--- src/hdl/isort_pkg.sv ---
package isort_pkg;

    localparam int DEPTH   = 32;
    localparam int VALUE_W = 32;
    localparam int POS_W   = $clog2(DEPTH);
    localparam int COUNT_W = $clog2(DEPTH + 1);
    localparam int PADDR_W = 3;
    localparam int PDATA_W = 32;

    // register index is paddr[2]
    localparam logic REG_ASCENDING = 1'b0;

    localparam logic [COUNT_W-1:0] COUNT_ZERO = '0;
    localparam logic [COUNT_W-1:0] COUNT_ONE  = COUNT_W'(1);
    localparam logic [COUNT_W-1:0] COUNT_LAST = COUNT_W'(DEPTH - 1);

    typedef struct packed {
        logic insert;   // place a new word into the chain
        logic shift;    // move every cell one step toward the head
        logic descend;  // chain keeps largest value first
    } chain_ctl_t;

endpackage

--- src/hdl/isort_cell.sv ---
module isort_cell
(
    input  logic                                clk,
    input  isort_pkg::chain_ctl_t               ctl,
    input  logic                                occupied,
    input  logic signed [isort_pkg::VALUE_W-1:0] in_value,
    input  logic [isort_pkg::POS_W-1:0]          in_pos,
    input  logic                                prev_after,
    input  logic signed [isort_pkg::VALUE_W-1:0] prev_value,
    input  logic [isort_pkg::POS_W-1:0]          prev_pos,
    input  logic signed [isort_pkg::VALUE_W-1:0] next_value,
    input  logic [isort_pkg::POS_W-1:0]          next_pos,
    output logic signed [isort_pkg::VALUE_W-1:0] value,
    output logic [isort_pkg::POS_W-1:0]          pos,
    output logic                                after
);

    logic signed [isort_pkg::VALUE_W-1:0] value_reg;
    logic signed [isort_pkg::VALUE_W-1:0] value_next;
    logic [isort_pkg::POS_W-1:0]          pos_reg;
    logic [isort_pkg::POS_W-1:0]          pos_next;

    // equal values stay ahead of the newcomer: stable order
    assign after = occupied && (ctl.descend ? (value_reg >= in_value)
                                            : (value_reg <= in_value));

    always_comb
    begin
        value_next = value_reg;
        pos_next   = pos_reg;
        priority if (ctl.shift)
        begin
            value_next = next_value;
            pos_next   = next_pos;
        end
        else if (ctl.insert && !after)
        begin
            if (prev_after)
            begin
                value_next = in_value;
                pos_next   = in_pos;
            end
            else
            begin
                value_next = prev_value;
                pos_next   = prev_pos;
            end
        end
        else
        begin
            value_next = value_reg;
            pos_next   = pos_reg;
        end
    end

    always_ff @(posedge clk)
    begin
        value_reg <= value_next;
        pos_reg   <= pos_next;
    end

    assign value = value_reg;
    assign pos   = pos_reg;

endmodule

--- src/hdl/isort_chain.sv ---
module isort_chain
(
    input  logic                                 clk,
    input  isort_pkg::chain_ctl_t                ctl,
    input  logic [isort_pkg::COUNT_W-1:0]         count,
    input  logic signed [isort_pkg::VALUE_W-1:0]  in_value,
    input  logic [isort_pkg::POS_W-1:0]           in_pos,
    output logic [isort_pkg::POS_W-1:0]           head_pos
);

    logic signed [isort_pkg::VALUE_W-1:0] vals  [isort_pkg::DEPTH];
    logic [isort_pkg::POS_W-1:0]          poss  [isort_pkg::DEPTH];
    logic                                 afts  [isort_pkg::DEPTH];

    genvar k;
    generate
        for (k = 0; k < isort_pkg::DEPTH; k++)
        begin : g_cell
            logic                                 prev_after;
            logic signed [isort_pkg::VALUE_W-1:0] prev_value;
            logic [isort_pkg::POS_W-1:0]          prev_pos;
            logic signed [isort_pkg::VALUE_W-1:0] next_value;
            logic [isort_pkg::POS_W-1:0]          next_pos;
            logic                                 occupied;

            assign occupied = (isort_pkg::COUNT_W'(k) < count);

            if (k == 0)
            begin : g_head
                assign prev_after = 1'b1;
                assign prev_value = in_value;
                assign prev_pos   = in_pos;
            end
            else
            begin : g_body
                assign prev_after = afts[k-1];
                assign prev_value = vals[k-1];
                assign prev_pos   = poss[k-1];
            end

            if (k == isort_pkg::DEPTH - 1)
            begin : g_tail
                assign next_value = '0;
                assign next_pos   = '0;
            end
            else
            begin : g_inner
                assign next_value = vals[k+1];
                assign next_pos   = poss[k+1];
            end

            isort_cell u_cell
            (
                .clk        (clk),
                .ctl        (ctl),
                .occupied   (occupied),
                .in_value   (in_value),
                .in_pos     (in_pos),
                .prev_after (prev_after),
                .prev_value (prev_value),
                .prev_pos   (prev_pos),
                .next_value (next_value),
                .next_pos   (next_pos),
                .value      (vals[k]),
                .pos        (poss[k]),
                .after      (afts[k])
            );
        end
    endgenerate

    assign head_pos = poss[0];

endmodule

--- config.mk ---
export PLATFORM = sky130hd
export DESIGN_NAME = isort_chain
export DESIGN_NICKNAME = d
export VERILOG_FILES = /design/src/hdl/isort_pkg.sv /design/src/hdl/isort_cell.sv /design/src/hdl/isort_chain.sv
export SDC_FILE = /design/constraint.sdc
export NUM_CORES = 2
export LEC_CHECK = 0
export ABC_AREA = 1
export BUFFER_PORTS_ARGS = -buffer_cell sky130_fd_sc_hd__buf_4
export CELL_PAD_IN_SITES_DETAIL_PLACEMENT = 1
export CELL_PAD_IN_SITES_GLOBAL_PLACEMENT = 1
export CORE_MARGIN = 8
export CORE_UTILIZATION = 54
export CTS_BUF_LIST = sky130_fd_sc_hd__clkbuf_8
export CTS_CLUSTER_DIAMETER = 50
export DETAILED_ROUTE_END_ITERATION = 16
export PLACE_DENSITY_LB_ADDON = 0.15
export SLEW_MARGIN = 20
export SYNTH_ARGS = -nofsm -noshare
export SYNTH_HDL_FRONTEND = slang
export SYNTH_SLANG_ARGS = --single-unit
--- constraint.sdc ---
create_clock -name clk -period 7.92 [get_ports clk]
set_input_delay 1.584 -clock clk [delete_from_list [all_inputs] [get_ports clk]]
set_output_delay 1.584 -clock clk [all_outputs]
set_load 0.01 [all_outputs]
==> reports/metrics.csv <==
stage,metric,value,unit
logic_synthesis,synth unique cells,41,
layout,Final #Nets,13370,
floorplan,initial core utilization,0.5410,
sta,Worst Tran Pin Value,1.275,ns
layout,share of layout cells above drive strength 1,0.06354,
placement,Port Buffers,51,
logic_synthesis,adder-cell share of the synthesized area,0.1368,
logic_synthesis,Post-synth EDFFs,1147,
worst_hold_path,WHS Endpoint,g_cell[31].u_cell.pos[4],
logic_synthesis,Mapped Avg Cell Area,7.476,um2
setup_path,Slowest cell on crit path,nand2_2,
sta,Slew Limit Fails,0,
setup_path,Setup CP Type,input port to flop,
global_route,grt total ovfl,0,
route,total number of vias,91340,
sta,final setup margin,2.328,ns
logic_synthesis,post-synthesis compound-gate area fraction,0.04387,
setup_path,Setup crit start kind,input port,
logic_synthesis,YS warnings,0,
route,metal3 WL,29.36,mm
worst_hold_path,min-delay src,g_cell[31].u_cell.pos[4],
sta,# setup viols final,0,
logic_synthesis,Synth Area in XOR/XNOR,0.002993,
global_route,antenna violations before repair,7,
logic_synthesis,multiplexer area fraction after synthesis,0,
clocking,Bufs on Longest Clock Path,3,
placement,HPWL Detailed,263.7,mm
setup_path,CP endpoint kind,flop,
layout,max FFs per register,1024,
route,met1 WL,142.3,mm
route,Pre-antenna DRT Iters,6,
placement,DP Worst Slack,1.386,ns
floorplan,IO Count,52,
setup_path,worst reg2reg endpoint,g_cell[29].u_cell.value[23],
setup_path,CP peak stage delay,0.83,ns
setup_path,Critical R2R Launch,g_cell[29].u_cell.value[15],
power_and_ir_drop,pwr/cell area,394.1,nW/um2
logic_synthesis,"Cell Area, Synth",93630,um2
clocking,CTS H-Tree Depth,4,
logic_synthesis,sequential fraction of the synthesis area,0.3758,
setup_path,crit path from,in_value[31],
sta,total negative slack,0,ns
placement,Placer Congestion,0.9302,
setup_path,WP data arrival,6.24,ns
power_and_ir_drop,Sw Ratio,0.4861,
setup_path,FF-to-FF path depth,14,
worst_hold_path,worst min path class,flop to flop,
clocking,TritonCTS buffer count,227,
logic_synthesis,syn_nets,13600,
floorplan,Die ar.,187000,um2
logic_synthesis,simple-gate share of the synthesized area,0.3383,
floorplan,Die W,432.4,um
global_route,largest net degree at the start of global routing,163,
run,max cap viols,0,
route,met2 wire len,172.3,mm
setup_path,Required @ worst endpoint,8.57,ns
clocking,number of post-CTS setup repair buffers,0,
clocking,TritonCTS clock tree,yes,
sta,worst rel slew slack,0.1500,
layout,Synth-to-Final Area Change,6.001,%
power_and_ir_drop,Lkg Pwr,50.58,nW
setup_path,"CP delay by family, top",simple AND/OR/NAND/NOR gates,
global_route,number of global-route vias before repair,96160,
power_and_ir_drop,clock share of power,0.157,
global_route,Total GRT Usage,0.3840,
power_and_ir_drop,Comb pwr share,0.478,
clocking,"Reg clk slew, reported paths",0.06,ns
logic_synthesis,predominant post-synthesis flop cell,edfxtp_1,
floorplan,Core Area,173100,um2
logic_synthesis,Seq cells post-synth,1184,
logic_synthesis,main combinational cell family by area after synthesis,simple AND/OR/NAND/NOR gates,
route,vias per cell,6.166,
global_route,first-pass GRT wire length,564.9,mm
route,Avg WL per Cell,24.89,um
route,drt total wl,368.8,mm
layout,"commonest non-fill, non-tap cell in the layout",nand2_1,
clocking,post-CTS sizing,0,
floorplan,Die Span Y,432.4,um
setup_path,cell mode on critical path,nand2_1,
route,DRT iter0 DRCs,8565,
sta,FMAX,0.1788,GHz
clocking,Skew-Pair Late Insertion Delay,1.04,ns
logic_synthesis,Syn Inst Count,12530,
status,status,"complete, no violations",
clocking,# clock sinks,1184,
route,Post-route DRC,0,
sta,RSZ-0062 raised after global routing,false,
layout,most frequent cells in the layout,"nand2_1 (4456), nand3_1 (2311), inv_1 (1399)",
setup_path,Bufs and invs on worst path,3,
power_and_ir_drop,sequential power share,0.364,
sta,post-layout minimum cycle time,5.592,ns
sta,final number of hold-violating endpoints,0,
sta,Final Cycle Share,0.7061,
clocking,hold-fix buffers at CTS,0,
route,top routing layer in use,met5,
worst_hold_path,Hold Crit Depth,4,
clocking,Root Driver,clkbuf_8,
power_and_ir_drop,P_int,20.10,mW
setup_path,worst-path cell chain,buf_4 -> clkinv_2 -> ha_1 -> nand2_1 -> nor2_2 -> nand4_1 -> nor4_2 -> nand2_1 -> nand3_1 -> nand3_2 -> nand2_2 -> nand2_1 -> nand2_1 -> buf_4,
setup_path,R2R setup slack,3.54,ns
power_and_ir_drop,worst vdd ir,255.7,uV
sta,Max Clock Skew,0.05777,ns
power_and_ir_drop,P_sw,19.01,mW
route,Antenna Nets Post-Route,0,
floorplan,std cell rows,153,
setup_path,Critical Path Fanout Max,38,
logic_synthesis,Post-synth ARST share,0,
through the flow:
step	power, mW	std cells	hold WS (ns)	util	cell area (um2)
4_1_cts	38.81	14810	0.5304	0.5734	99230
5_1_grt	41.89	14810	0.5622	0.5735	99250
3_3_place_gp	31.20	14390	0.5058	0.5485	94920
2_1_floorplan	26.64	12530	0.4944	-	93630
6_report	39.12	14810	0.5297	0.5735	99250
3_5_place_dp	32.51	14390	0.5184	0.5485	94920
logic make-up (layout without fill, tap and decap cells):
kind of cell	count (synthesis)	count (layout)
fa+ha+maj	1024	1024
flops	1184	1184
other cells	0	7
simple gates	7379	7379
buf+inv	2139	2095
compound gates	767	767
xor+xnor	32	32
power groups by stage:
stage	sequential (mW)	combinational [mW]	clock (mW)
finish	14.2	18.7	6.16
global route	14.4	21.0	6.44
CTS	14.1	18.5	6.19
detailed placement	14.2	18.3	0
global placement	14.2	17.1	0
floorplan	12.4	14.2	0
cell usage after synthesis (all sizes together), types with 35 or more instances:
cell type | number | area [um2]
nand3 | 2357 | 12030
a21oi | 490 | 2460
nor3 | 35 | 200.2
nand4 | 98 | 625.6
o21ai | 171 | 855.8
nand2 | 4506 | 17040
nor2 | 345 | 1348
inv | 1377 | 5169
o21a | 61 | 457.9
clkbuf | 310 | 1171
ha | 1024 | 12810
buf | 451 | 3224
edfxtp | 1147 | 34440
dfxtp | 37 | 740.7
final cells by class:
type                            count  area (um2)
Fill cell                       22220       73810
Sequential cell                  1184       35180
Multi-Input combinational cell   9202       48940
Inverter                         1377        5215
Antenna cell                        7       17.52
Clock inverter                    180        1109
Tap cell                         2325        2909
Timing Repair Buffer              305        2673
Clock buffer                      233        3207
worst max-delay path by stage:
stage          depth (start not counted)  slack, ns                          end
2_1_floorplan                         16       2.49     g_cell[29].u_cell.pos[0]
3_3_place_gp                          14       1.58  g_cell[23].u_cell.value[22]
3_5_place_dp                          14       1.39  g_cell[23].u_cell.value[22]
4_1_cts                               14       2.46  g_cell[23].u_cell.value[26]
5_1_grt                               14       2.06  g_cell[23].u_cell.value[13]
6_report                              14       2.33  g_cell[23].u_cell.value[21]
worst reg2reg max path, delay by kind of cell, from the launching register on:
family / cells / cell delay (ns)
and+or+nand+nor: 12 / 2.82
buffers and inverters: 1 / 0.44
DFF: 1 / 0.43
adders and majority gates: 1 / 0.35
routing by layer:
layer,vias to the layer above,track usage
li1,40920,-
met1,44820,0.4728
met2,4279,0.6316
met3,1317,0.06741
met4,4,0.2288
met5,-,0
Note: power is estimated with default switching activity, not from simulation.
